--- src/imufp_pkg.sv ---
package imufp_pkg;

    localparam int FRAME_LEN = 11;
    localparam int SUM_COUNT = 9;
    localparam int CHECK_POS = 9;
    localparam int FILL_W    = 4;

    localparam int OQ_DEPTH = 4;
    localparam int OQ_PTR_W = 2;
    localparam int OQ_CNT_W = 3;

    localparam logic [7:0] RATE_ID_RST  = 8'h52;
    localparam logic [7:0] ANGLE_ID_RST = 8'h53;
    localparam logic [7:0] SYNC_RST     = 8'h55;

    localparam int CFG_IDX_W = 2;
    localparam logic [CFG_IDX_W-1:0] CFG_RATE_ID  = 2'd0;
    localparam logic [CFG_IDX_W-1:0] CFG_ANGLE_ID = 2'd1;
    localparam logic [CFG_IDX_W-1:0] CFG_SYNC     = 2'd2;

    localparam logic KIND_RATE  = 1'b0;
    localparam logic KIND_ANGLE = 1'b1;

    typedef struct packed {
        logic               valid;
        logic signed [15:0] x;
        logic signed [15:0] y;
        logic signed [15:0] z;
    } t_hit;

    typedef struct packed {
        logic               frame_kind;
        logic signed [15:0] axis_x;
        logic signed [15:0] axis_y;
        logic signed [15:0] axis_z;
        logic               last_result;
    } t_result;

endpackage

--- src/imufp_rx_if.sv ---
interface imufp_rx_if;
    logic       valid;
    logic       ready;
    logic [7:0] rx_byte;

    modport source (output valid, output rx_byte, input ready);
    modport sink   (input valid, input rx_byte, output ready);
endinterface

--- src/imufp_res_if.sv ---
interface imufp_res_if;
    logic               valid;
    logic               ready;
    logic               frame_kind;
    logic signed [15:0] axis_x;
    logic signed [15:0] axis_y;
    logic signed [15:0] axis_z;
    logic               last_result;

    modport source (output valid, output frame_kind, output axis_x, output axis_y,
                    output axis_z, output last_result, input ready);
    modport sink   (input valid, input frame_kind, input axis_x, input axis_y,
                    input axis_z, input last_result, output ready);
endinterface

--- src/imu_frame_parser.sv ---
// IMU frame parser. Takes one serial byte per word on i_rx and runs two framers on it, angular
// rate and angle. A framer opens on its id byte, keeps up to 11 bytes and closes on the sync
// byte; if sync plus bytes 0..8 (mod 256) equals byte 9, one result word goes out with the
// frame kind and three signed little-endian 16-bit values. A byte that closes both frames gives
// the rate word first, then the angle word; last_result marks the final word of a byte.
// Throughput is one byte per clock while the queue has room; a byte that yields two words
// writes both into the queue at once. A 4-word output queue absorbs that: the byte in the
// input register is processed only while the queue has room for two words, so input stalls
// once three or more words wait. A byte goes through the input register, then the queue.
// The id and sync registers are written through i_cfg_*; the user must write them only while
// the block is idle, and the block itself does not enforce it.
module imu_frame_parser
    import imufp_pkg::*;
(
    input  logic                 i_clk,
    input  logic                 i_rst_n,
    input  logic                 i_cfg_we,
    input  logic [CFG_IDX_W-1:0] i_cfg_idx,
    input  logic [7:0]           i_cfg_data,
    imufp_rx_if.sink             i_rx,
    imufp_res_if.source          o_res
);

    logic [7:0] r_rate_id;
    logic [7:0] r_angle_id;
    logic [7:0] r_sync;

    logic       r_in_valid;
    logic [7:0] r_in_byte;

    t_result             r_q [OQ_DEPTH];
    logic [OQ_PTR_W-1:0] r_wp;
    logic [OQ_PTR_W-1:0] r_rp;
    logic [OQ_CNT_W-1:0] r_cnt;

    logic go;
    logic pop;
    t_hit rate_hit;
    t_hit angle_hit;
    logic h_rate;
    logic h_angle;
    t_result rate_res;
    t_result angle_res;
    logic [OQ_CNT_W-1:0] n_push;

    always_ff @(posedge i_clk) begin
        if (!i_rst_n) begin
            r_rate_id  <= RATE_ID_RST;
            r_angle_id <= ANGLE_ID_RST;
            r_sync     <= SYNC_RST;
        end else if (i_cfg_we) begin
            case (i_cfg_idx)
                CFG_RATE_ID:  r_rate_id  <= i_cfg_data;
                CFG_ANGLE_ID: r_angle_id <= i_cfg_data;
                CFG_SYNC:     r_sync     <= i_cfg_data;
                default: ;
            endcase
        end
    end

    // process a byte only when the queue has room for two words
    assign go         = r_in_valid && (r_cnt <= OQ_CNT_W'(OQ_DEPTH - 2));
    assign i_rx.ready = !r_in_valid || go;

    always_ff @(posedge i_clk) begin
        if (!i_rst_n) begin
            r_in_valid <= 1'b0;
        end else if (i_rx.valid && i_rx.ready) begin
            r_in_valid <= 1'b1;
        end else if (go) begin
            r_in_valid <= 1'b0;
        end
    end

    always_ff @(posedge i_clk) begin
        if (i_rx.valid && i_rx.ready) begin
            r_in_byte <= i_rx.rx_byte;
        end
    end

    imufp_framer u_rate (
        .i_clk   (i_clk),
        .i_rst_n (i_rst_n),
        .i_step  (go),
        .i_byte  (r_in_byte),
        .i_id    (r_rate_id),
        .i_sync  (r_sync),
        .o_hit   (rate_hit)
    );

    imufp_framer u_angle (
        .i_clk   (i_clk),
        .i_rst_n (i_rst_n),
        .i_step  (go),
        .i_byte  (r_in_byte),
        .i_id    (r_angle_id),
        .i_sync  (r_sync),
        .o_hit   (angle_hit)
    );

    assign h_rate  = go && rate_hit.valid;
    assign h_angle = go && angle_hit.valid;
    assign n_push  = OQ_CNT_W'(h_rate) + OQ_CNT_W'(h_angle);
    assign pop     = (r_cnt != '0) && o_res.ready;

    always_comb begin
        rate_res.frame_kind   = KIND_RATE;
        rate_res.axis_x       = rate_hit.x;
        rate_res.axis_y       = rate_hit.y;
        rate_res.axis_z       = rate_hit.z;
        rate_res.last_result  = !h_angle;
        angle_res.frame_kind  = KIND_ANGLE;
        angle_res.axis_x      = angle_hit.x;
        angle_res.axis_y      = angle_hit.y;
        angle_res.axis_z      = angle_hit.z;
        angle_res.last_result = 1'b1;
    end

    always_ff @(posedge i_clk) begin
        if (h_rate) begin
            r_q[r_wp] <= rate_res;
        end
        if (h_angle) begin
            r_q[h_rate ? OQ_PTR_W'(r_wp + 1'b1) : r_wp] <= angle_res;
        end
    end

    always_ff @(posedge i_clk) begin
        if (!i_rst_n) begin
            r_wp  <= '0;
            r_rp  <= '0;
            r_cnt <= '0;
        end else begin
            r_wp  <= OQ_PTR_W'(r_wp + n_push);
            r_rp  <= OQ_PTR_W'(r_rp + OQ_PTR_W'(pop));
            r_cnt <= OQ_CNT_W'(r_cnt + n_push - OQ_CNT_W'(pop));
        end
    end

    assign o_res.valid       = (r_cnt != '0);
    assign o_res.frame_kind  = r_q[r_rp].frame_kind;
    assign o_res.axis_x      = r_q[r_rp].axis_x;
    assign o_res.axis_y      = r_q[r_rp].axis_y;
    assign o_res.axis_z      = r_q[r_rp].axis_z;
    assign o_res.last_result = r_q[r_rp].last_result;

endmodule

--- src/imufp_framer.sv ---
module imufp_framer
    import imufp_pkg::*;
(
    input  logic       i_clk,
    input  logic       i_rst_n,
    input  logic       i_step,
    input  logic [7:0] i_byte,
    input  logic [7:0] i_id,
    input  logic [7:0] i_sync,
    output t_hit       o_hit
);

    logic              r_active;
    logic [FILL_W-1:0] r_fill;
    logic [7:0]        r_store [FRAME_LEN];

    logic              n_active;
    logic [FILL_W-1:0] n_fill;
    logic [7:0]        n_store [FRAME_LEN];

    logic              act_pre;
    logic [FILL_W-1:0] fill_pre;
    logic              wr;
    logic              close;
    logic [7:0]        sum;

    always_comb begin
        act_pre  = r_active;
        fill_pre = r_fill;
        // id byte (re)opens the frame
        if (i_byte == i_id) begin
            act_pre  = 1'b1;
            fill_pre = '0;
        end

        wr       = 1'b0;
        n_active = act_pre;
        n_fill   = fill_pre;
        if (act_pre) begin
            if (fill_pre < FILL_W'(FRAME_LEN)) begin
                wr     = 1'b1;
                n_fill = FILL_W'(fill_pre + 1'b1);
            end else begin
                // buffer full, no terminator: drop the frame
                n_active = 1'b0;
                n_fill   = '0;
            end
        end

        for (int i = 0; i < FRAME_LEN; i++) begin
            n_store[i] = (wr && fill_pre == FILL_W'(i)) ? i_byte : r_store[i];
        end

        close = n_active && (i_byte == i_sync);
        if (close) begin
            n_active = 1'b0;
        end

        sum = i_sync;
        for (int i = 0; i < SUM_COUNT; i++) begin
            sum = 8'(sum + n_store[i]);
        end

        o_hit.valid = close && (sum == n_store[CHECK_POS]);
        o_hit.x     = {n_store[2], n_store[1]};
        o_hit.y     = {n_store[4], n_store[3]};
        o_hit.z     = {n_store[6], n_store[5]};
    end

    always_ff @(posedge i_clk) begin
        if (!i_rst_n) begin
            r_active <= 1'b0;
            r_fill   <= '0;
            for (int i = 0; i < FRAME_LEN; i++) begin
                r_store[i] <= '0;
            end
        end else if (i_step) begin
            r_active <= n_active;
            r_fill   <= n_fill;
            r_store  <= n_store;
        end
    end

endmodule

--- src/flat_wrapper.sv ---
// flat-port wrapper written by rule: the top's interface ports become plain ports
module imu_frame_parser_flat import imufp_pkg::*;
  (i_clk, i_rst_n, i_cfg_we, i_cfg_idx, i_cfg_data, i_rx_valid, i_rx_rx_byte, i_rx_ready, o_res_valid, o_res_frame_kind, o_res_axis_x, o_res_axis_y, o_res_axis_z, o_res_last_result, o_res_ready);
  imufp_rx_if i_rx_i ();
  imufp_res_if o_res_i ();
  input  logic i_clk;
  input  logic i_rst_n;
  input  logic i_cfg_we;
  input  logic [CFG_IDX_W-1:0] i_cfg_idx;
  input  logic [7:0] i_cfg_data;
  input wire logic [$bits(i_rx_i.valid)-1:0] i_rx_valid;
  input wire logic [$bits(i_rx_i.rx_byte)-1:0] i_rx_rx_byte;
  output wire logic [$bits(i_rx_i.ready)-1:0] i_rx_ready;
  output wire logic [$bits(o_res_i.valid)-1:0] o_res_valid;
  output wire logic [$bits(o_res_i.frame_kind)-1:0] o_res_frame_kind;
  output wire logic [$bits(o_res_i.axis_x)-1:0] o_res_axis_x;
  output wire logic [$bits(o_res_i.axis_y)-1:0] o_res_axis_y;
  output wire logic [$bits(o_res_i.axis_z)-1:0] o_res_axis_z;
  output wire logic [$bits(o_res_i.last_result)-1:0] o_res_last_result;
  input wire logic [$bits(o_res_i.ready)-1:0] o_res_ready;
  assign i_rx_i.valid = i_rx_valid;
  assign i_rx_i.rx_byte = i_rx_rx_byte;
  assign i_rx_ready = i_rx_i.ready;
  assign o_res_valid = o_res_i.valid;
  assign o_res_frame_kind = o_res_i.frame_kind;
  assign o_res_axis_x = o_res_i.axis_x;
  assign o_res_axis_y = o_res_i.axis_y;
  assign o_res_axis_z = o_res_i.axis_z;
  assign o_res_last_result = o_res_i.last_result;
  assign o_res_i.ready = o_res_ready;
  imu_frame_parser u_core (.i_clk(i_clk), .i_rst_n(i_rst_n), .i_cfg_we(i_cfg_we), .i_cfg_idx(i_cfg_idx), .i_cfg_data(i_cfg_data), .i_rx(i_rx_i), .o_res(o_res_i));
endmodule
--- config.mk ---
export PLATFORM = sky130hd
export DESIGN_NAME = imu_frame_parser_flat
export DESIGN_NICKNAME = d
export VERILOG_FILES = /design/src/imufp_pkg.sv /design/src/imufp_rx_if.sv /design/src/imufp_res_if.sv /design/src/imu_frame_parser.sv /design/src/imufp_framer.sv /design/src/flat_wrapper.sv
export SDC_FILE = /design/constraint.sdc
export NUM_CORES = 1
export LEC_CHECK = 0
export ABC_AREA = 0
export BUFFER_PORTS_ARGS = -buffer_cell sky130_fd_sc_hd__buf_2
export CORE_UTILIZATION = 63
export CTS_BUF_LIST = sky130_fd_sc_hd__clkbuf_4 sky130_fd_sc_hd__clkbuf_8 sky130_fd_sc_hd__clkbuf_16
export DETAILED_ROUTE_END_ITERATION = 10
export PLACE_DENSITY = 0.81
export RECOVER_POWER = 50
export REMOVE_ABC_BUFFERS = 1
export SETUP_SLACK_MARGIN = 0.2
export SLEW_MARGIN = 20
export SYNTH_ARGS = -nofsm -noshare
export SYNTH_HDL_FRONTEND = slang
export SYNTH_SLANG_ARGS = --single-unit
--- constraint.sdc ---
create_clock -name i_clk -period 15.7 [get_ports i_clk]
set_input_delay 3.14 -clock i_clk [delete_from_list [all_inputs] [get_ports i_clk]]
set_output_delay 3.14 -clock i_clk [all_outputs]
set_load 0.02 [all_outputs]
==> implementation parameters, run 1 <==
Parameter                              Value

Logic synthesis
  Asr flop ratio synth ... 0
  Cell type with the highest aggregate area in the netlist ... sky130_fd_sc_hd__edfxtp_1
  Post-synth EDFFs ... 200
  Most instantiated flip-flop cell in the synthesis netlist ... sky130_fd_sc_hd__dfxtp_1
  Synth cell types ... 71
  Number of synthesis warnings ... 0
  Synth area leaders ... sky130_fd_sc_hd__edfxtp_1 26%, sky130_fd_sc_hd__dfxtp_1 18%, sky130_fd_sc_hd__fa_1 8.7%
  Portion of synthesized cell area occupied by the leading cell type ... 0.258
  Post-synthesis sequential element count ... 410
  Share of the yosys chip area belonging to registers ... 0.439
  Average footprint of a synthesized cell ... approximately 11 um2
  Post-Syn Instances ... between 2000 and 2500
  Mapped Area ... 23300 um2

Place
  Final RePlAce weighted congestion ... ~0.87
  IO Port Bufs ... 74
  Detailed placer's ending HPWL ... just under 40000 um
  Number of placed instances, taps included ... between 2000 and 2500

Global routing
  Global routing usage on met3 ... 0.0731
  Via count of the first global-routing pass ... 17000
  Global route total overflow ... 0
  Pin count of the biggest net entering global routing ... around 130
  Met1 capacity usage during global routing ... 0.423
  Most Crowded Layer GR ... met2
  First-pass GRT wire length ... 95600 um
  Overall routing resource usage ... 0.328
  Number of antenna violations at the first check in global routing ... 0
  GR Layer Usage met2 ... 0.538

Clock tree
  Clock input transition at the sequential cells of the worst setup and hold paths ... 60 ps
  Maximum buffer depth of the clock tree ... 3
  Post-CTS Setup Bufs ... 0
  TritonCTS Buffers ... 43
  Clock tree from TritonCTS ... done
  CTS root buffer ... sky130_fd_sc_hd__clkbuf_16
  Max H-tree Level ... 2
  Total number of clock tree sinks ... slightly above 400
  Number of hold-repair buffers added at the cts stage ... 0
  Clk_lat worst skew ... about 570 ps
  PostCTS Resize Cnt ... 0

Power
  Leak Pwr ... approximately 9.7 nW
  Ratio of total power to cell area ... approximately 180 nW/um2
  Peak ir drop on the vdd network ... approximately 0.00024 V
  Total power of the final layout ... between 4 and 5 mW

Timing
  Number of setup violations in the final report ... 0
  Timing-limited maximum frequency ... 82.5 MHz
  Clock Skews ... about 24 ps
  Worst hold-check slack ... approximately 470 ps
  Clock period minus worst slack ... 12130 ps
  Worst-margin pin slew ... a little over 5000 ps
  Final count of hold timing violations ... 0
  Tcrit/Tclk final ... 0.772
  Setup repair after global routing missed its margin ... no
  Final TNS setup ... 0 ps
  Count of pins over their slew limit ... between 300 and 400
  Max-slew headroom at the worst pin ... -2.44

Die
  Chip Width ... approximately 190 um
  Rows ... 70
  Core Area ... 36400 um2
  Die Outline Area ... roughly 38000 um2
  Vertical extent of the die ... roughly 190 um
  Starting density of the core ... 0.638
  Top-level port count ... 75

Drt
  Router iterations before antenna repair ... 6
  Count of vias placed by the detailed router ... about 17000
  Per-cell via count in the routed design ... slightly below 7
  Wirelength, routed ... 61700 um
  Drc violations ... 0
  Post-route ant nets ... 0
  Initial drt markers ... ~1900
  Drt wl/cell ... between 20 and 25 um

Critical path
  Critical path's most frequent cell ... sky130_fd_sc_hd__fa_1
  Kind of launch point of the worst setup path ... register
  Critical setup path kind ... register to register
  Crit-path max FO ... 69
  Kind of cell adding the most delay to the critical path ... adder cells
  Cell with the biggest individual delay on the critical path ... sky130_fd_sc_hd__clkbuf_1
  Buf/Inv on CP ... 6
  CP endpoint kind ... register
  Data arrival at the endpoint of the critical path ... between 10000 and 15000 ps
  CP max stage delay ... between 1500 and 2000 ps
  Required @ worst endpoint ... about 16000 ps

Finish
  Fraction of layout cells with a size suffix above 1 ... 0.121
  Final instance count without filler cells ... around 2500
  N_diodes ... 0
  Layout-stage area growth over the synthesis result ... 7.65%
  Fin nets ... 2186
  Util after Layout ... 0.687
  Register area ... 10200 um2
  Combined area of the multi-input logic cells ... roughly 12000 um2
  Filler instances ... around 2600

Status
  Result of the run ... complete, but fails checks
  Violated checks ... capacitance limit, slew limit

Worst hold path
  Min-delay worst type ... register to register

Job
  Max-cap viol count ... 5
==> synth_stat cells (all sizes together), types with 22 or more instances <==
library cell  count
dfxtp           210
nand2           207
edfxtp          200
o22ai           196
mux2i           142
o211a           105
fa              101
clkbuf           91
nor2             81
buf              78
inv              69
xnor2            64
mux4             50
or2              45
ha               40
a21boi           36
o21ai            36
mux2             32
a21oi            29
nor3b            26
nand3            25
nor2b            22
==> final cells by class <==
class	count	area share
clock buffers	57	0.0479
clock inverters	21	0.00649
inverters	69	0.0103
multi-input cells	1385	0.480
flip-flops and latches	410	0.408
well taps	468	0.0234
repair buffers	113	0.0237
==> final timing paths <==
kind         depth (start not counted)                      from  slack [ps]                  endpoint
max                                 31       u_core.r_in_byte[7]        3570         u_core.r_q[2][41]
min                                  2  u_core.u_rate.r_store[8]         470  u_core.u_rate.r_store[8]
max reg2reg                         31       u_core.r_in_byte[7]        3570         u_core.r_q[2][41]
min reg2reg                          2  u_core.u_rate.r_store[8]         470  u_core.u_rate.r_store[8]
==> state kept, by name (all words and copies together), names as in the netlist, 3 cells and up <==
name                    cells
u_core.r_angle_id           8
u_core.r_cnt                3
u_core.r_in_byte            8
u_core.r_q                200
u_core.r_rate_id            8
u_core.r_sync               8
u_core.u_angle.r_fill       4
u_core.u_angle.r_store     80
u_core.u_rate.r_fill        4
u_core.u_rate.r_store      80
==> cell families after synthesis <==
family / count (synthesis) / share of synthesized area
and+or+nand+nor: 473 / 0.0982
DFF: 410 / 0.439
adders and majority gates: 141 / 0.108
xor gates and xnor gates: 85 / 0.0368
AOI/OAI and AO/OA: 462 / 0.147
buffers and inverters: 238 / 0.0453
muxes: 224 / 0.125
==> stage by stage <==
stage / setup slack, ps / area (um2)
after floorplan: 2350 / 22500
after global placement: 5150 / 23800
after detailed placement: 4940 / 23800
after CTS: 4820 / 25200
after global routing: 2820 / 25000
final: 3570 / 25000
==> cell usage in the layout (no fill, tap or decap), types with 7 or more instances in the layout <==
master / netlist / final
sky130_fd_sc_hd__dfxtp_1: 210 / 209
sky130_fd_sc_hd__nand2_1: 205 / 205
sky130_fd_sc_hd__edfxtp_1: 200 / 200
sky130_fd_sc_hd__o22ai_1: 196 / 196
sky130_fd_sc_hd__mux2i_1: 142 / 140
sky130_fd_sc_hd__o211a_1: 105 / 105
sky130_fd_sc_hd__fa_1: 101 / 101
sky130_fd_sc_hd__nor2_1: 80 / 80
sky130_fd_sc_hd__inv_1: 69 / 69
sky130_fd_sc_hd__xnor2_1: 55 / 57
sky130_fd_sc_hd__clkbuf_1: 91 / 57
sky130_fd_sc_hd__mux4_2: 50 / 50
sky130_fd_sc_hd__clkbuf_16: 0 / 43
sky130_fd_sc_hd__ha_1: 40 / 40
sky130_fd_sc_hd__a21boi_0: 36 / 36
sky130_fd_sc_hd__o21ai_0: 35 / 34
sky130_fd_sc_hd__buf_4: 9 / 34
sky130_fd_sc_hd__or2_1: 32 / 32
sky130_fd_sc_hd__mux2_2: 30 / 29
sky130_fd_sc_hd__a21oi_1: 28 / 28
sky130_fd_sc_hd__nor3b_1: 26 / 26
sky130_fd_sc_hd__nand3_1: 24 / 24
sky130_fd_sc_hd__nor2b_1: 22 / 22
sky130_fd_sc_hd__buf_2: 42 / 21
sky130_fd_sc_hd__xor2_1: 18 / 18
sky130_fd_sc_hd__nand4_1: 15 / 15
sky130_fd_sc_hd__or2_2: 13 / 13
sky130_fd_sc_hd__clkbuf_4: 0 / 11
sky130_fd_sc_hd__nand2b_1: 10 / 10
sky130_fd_sc_hd__clkinv_1: 0 / 9
sky130_fd_sc_hd__a21o_1: 8 / 8
sky130_fd_sc_hd__a31oi_1: 8 / 8
sky130_fd_sc_hd__clkinv_2: 0 / 8
sky130_fd_sc_hd__xnor2_2: 9 / 7
sky130_fd_sc_hd__and3_1: 7 / 7
==> where the power goes <==
| group | internal [mW] | switching [mW] |
|---|---|---|
| sequential | 1.17 | 0.0642 |
| clock | 0.572 | 0.425 |
| combinational | 1.06 | 1.18 |
| total | 2.80 | 1.67 |
==> routing by layer <==
metal,share of wire,wire [um]
met1,0.38,23400
met2,0.47,29100
met5,0,0
met3,0.11,6620
met4,0.042,2590
==> worst register-to-register path: cells and delay by family, from the launching register on <==
family,cells,cell delay [ps]
xor+xnor,4,1060
mux,1,440
compound gates,4,1440
flops,1,320
buf+inv,6,2630
fa+ha+maj,7,3100
simple gates,9,2760
No activity file was read; power rests on OpenSTA's default activity.
==> run 2: changes to the inputs <==
- CORE_UTILIZATION: 63 -> 57
- PLACE_DENSITY: 0.81 -> 0.77
- clock period: 15.7 -> 10.7 ns (I/O delays scaled with it)
==> implementation parameters, run 2 (synthesized netlist as in run 1, its figures left out) <==
Parameter                              Value

Status
  Result of the run ... complete, but fails checks
  Violated checks ... capacitance limit, slew limit

Finish
  Largest register FFs ... 200 (unchanged)
  Fraction of layout cells with a size suffix above 1 ... 0.124 (+0.00268)
  Largest Register ... u_core.r_q
  Fin nets ... 2195 (+0.41%)
  Largest regs ... u_core.r_q (200), u_core.u_angle.r_store (80), u_core.u_rate.r_store (80)
  Commonest non-fill, non-tap cell in the layout ... sky130_fd_sc_hd__dfxtp_1
  Most frequent cells in the layout ... 208 x sky130_fd_sc_hd__dfxtp_1, 206 x sky130_fd_sc_hd__nand2_1, 200 x sky130_fd_sc_hd__edfxtp_1, 196 x sky130_fd_sc_hd__o22ai_1, 141 x sky130_fd_sc_hd__mux2i_1
  N_diodes ... 0 (unchanged)
  Post-route cell area ... 25400 um2 (+1.3%)
  Layout-stage area growth over the synthesis result ... 9.01%

Timing
  Setup ws final ... 554 ps (-3020 ps)
  Max-slew headroom at the worst pin ... -2.01 (+0.428)
  Tcrit/Tclk final ... 0.948 (+0.176)
  Final count of hold timing violations ... 0 (unchanged)
  Worst-margin pin slew ... 4510 ps (-642 ps)
  Clock period minus worst slack ... 10150 ps (-1980 ps)
  Worst hold-check slack ... 469 ps (-1.76 ps)
  Count of pins over their slew limit ... 523 (+72%)
  Clock Skews ... 18.1 ps (-5.53 ps)
  Number of setup violations in the final report ... 0 (unchanged)
  Setup repair after global routing missed its margin ... no
  Timing-limited maximum frequency ... 98.6 MHz (+20%)

Clock tree
  Number of hold-repair buffers added at the cts stage ... 0 (unchanged)
  CTS root buffer ... sky130_fd_sc_hd__clkbuf_16
  TritonCTS Buffers ... 44 (+2.3%)
  Max H-tree Level ... 2 (unchanged)
  Clock input transition at the sequential cells of the worst setup and hold paths ... 60 ps (about the same)
  PostCTS Resize Cnt ... 0 (unchanged)
  Post-CTS Setup Bufs ... 0 (unchanged)
  Maximum buffer depth of the clock tree ... 3 (unchanged)
  Clk_lat worst skew ... 580 ps (about the same)
  Clock tree from TritonCTS ... done
  Total number of clock tree sinks ... 410 (unchanged)

Critical path
  Cell with the biggest individual delay on the critical path ... sky130_fd_sc_hd__o21ai_2
  Data arrival at the endpoint of the critical path ... 10400 ps (-1930 ps)
  Critical setup path kind ... register to register
  Kind of launch point of the worst setup path ... register
  CP endpoint kind ... register
  Required @ worst endpoint ... 10950 ps (-4950 ps)
  Critical path's most frequent cell ... sky130_fd_sc_hd__fa_1
  Kind of cell adding the most delay to the critical path ... adder cells
  CP max stage delay ... 710 ps (-820 ps)
  Buf/Inv on CP ... 5 (-1)
  Crit-path max FO ... 40 (-42%)

Global routing
  First-pass GRT wire length ... 99400 um (+4.0%)
  Via count of the first global-routing pass ... 17000 (+0.082%)
  GR Layer Usage met2 ... 0.510 (-0.0275)
  Overall routing resource usage ... 0.316 (-0.0124)
  Met1 capacity usage during global routing ... 0.412 (-0.0106)
  Pin count of the biggest net entering global routing ... 105 (-17%)
  Global route total overflow ... 0 (unchanged)
  Most Crowded Layer GR ... met2
  Number of antenna violations at the first check in global routing ... 0 (unchanged)
  Global routing usage on met3 ... 0.0505 (-0.0225)

Die
  Die Outline Area ... 41600 um2 (+10%)
  Top-level port count ... 75 (unchanged)
  Chip Width ... 204 um (+5.1%)
  Starting density of the core ... 0.582 (-0.0570)
  Rows ... 73 (+4.3%)
  Core Area ... 40000 um2 (+9.8%)
  Vertical extent of the die ... 204 um (+5.1%)

Worst hold path
  Min-delay worst type ... register to register

Place
  Final RePlAce weighted congestion ... 0.949 (+8.5%)
  DP Area ... 24000 um2 (+0.85%)
  IO Port Bufs ... 74 (unchanged)
  Detailed placer's ending HPWL ... 41900 um (+8.7%)
  Place WS ... 837 ps (-4110 ps)

Power
  Ratio of total power to cell area ... 267 nW/um2 (+49%)
  Total power of the final layout ... 6.76 mW (+51%)
  Peak ir drop on the vdd network ... 0.000388 V (+65%)
  Leak Pwr ... 9.76 nW (+0.94%)

Drt
  Wirelength, routed ... 64800 um (+5.0%)
  Post-route ant nets ... 0 (unchanged)
  Count of vias placed by the detailed router ... 17000 (+0.36%)
  Per-cell via count in the routed design ... 6.57 (-2.3%)
  Drc violations ... 0 (unchanged)
  Drt wl/cell ... 25.0 um (+2.2%)
  Router iterations before antenna repair ... 5 (-1)
  Initial drt markers ... 2111 (+9.9%)

Job
  Max-cap viol count ... 7 (+2)
## run 2: worst paths after layout
| check | start | endpoint | slack (ps) | depth (start not counted) |
|---|---|---|---|---|
| min | u_core.r_q[2][49] | u_core.r_q[2][49] | 470 | 1 |
| max reg2reg | u_core.r_in_byte[0] | u_core.r_q[0][26] | 550 | 28 |
| min reg2reg | u_core.r_q[2][49] | u_core.r_q[2][49] | 470 | 1 |
| max | u_core.r_in_byte[0] | u_core.r_q[0][26] | 550 | 28 |
## run 2: power breakdown
group	internal, mW	switching [mW]	leakage, nW	total, mW
clock	0.927	0.632	0.758	1.56
sequential	1.72	0.0764	3.34	1.80
combinational	1.57	1.84	5.66	3.40
## run 2: per-layer routing
layer	routed length [um]	part of all wire
met3	5820	0.090
met5	0	0
met1	25100	0.39
met4	3290	0.051
met2	30600	0.47
## run 2: through the flow
stage                     instances  TNS [ps]  utilization
after floorplan                1864   -478110            -
after global placement         2510         0        0.600
after detailed placement       2510         0        0.600
after CTS                      2592         0        0.638
after global routing           2592         0        0.634
final                          2592         0        0.634
## run 2: worst register-to-register path: cells and delay by family, from the launching register on
family | cells | cell delay (ps)
DFF | 1 | 390
and+or+nand+nor | 5 | 1650
adders and majority gates | 7 | 3170
AOI/OAI and AO/OA | 4 | 1320
xor gates and xnor gates | 5 | 1300
muxes | 2 | 860
buffers and inverters | 5 | 1100
## run 2: final cells by class
type / instances / area (um2)
Multi-Input combinational cell: 1385 / 12000
Fill cell: 3108 / 14600
Clock inverter: 12 / 95.1
Clock buffer: 70 / 1410
Sequential cell: 410 / 10200
Tap cell: 525 / 657
Inverter: 69 / 259
Timing Repair Buffer: 121 / 682
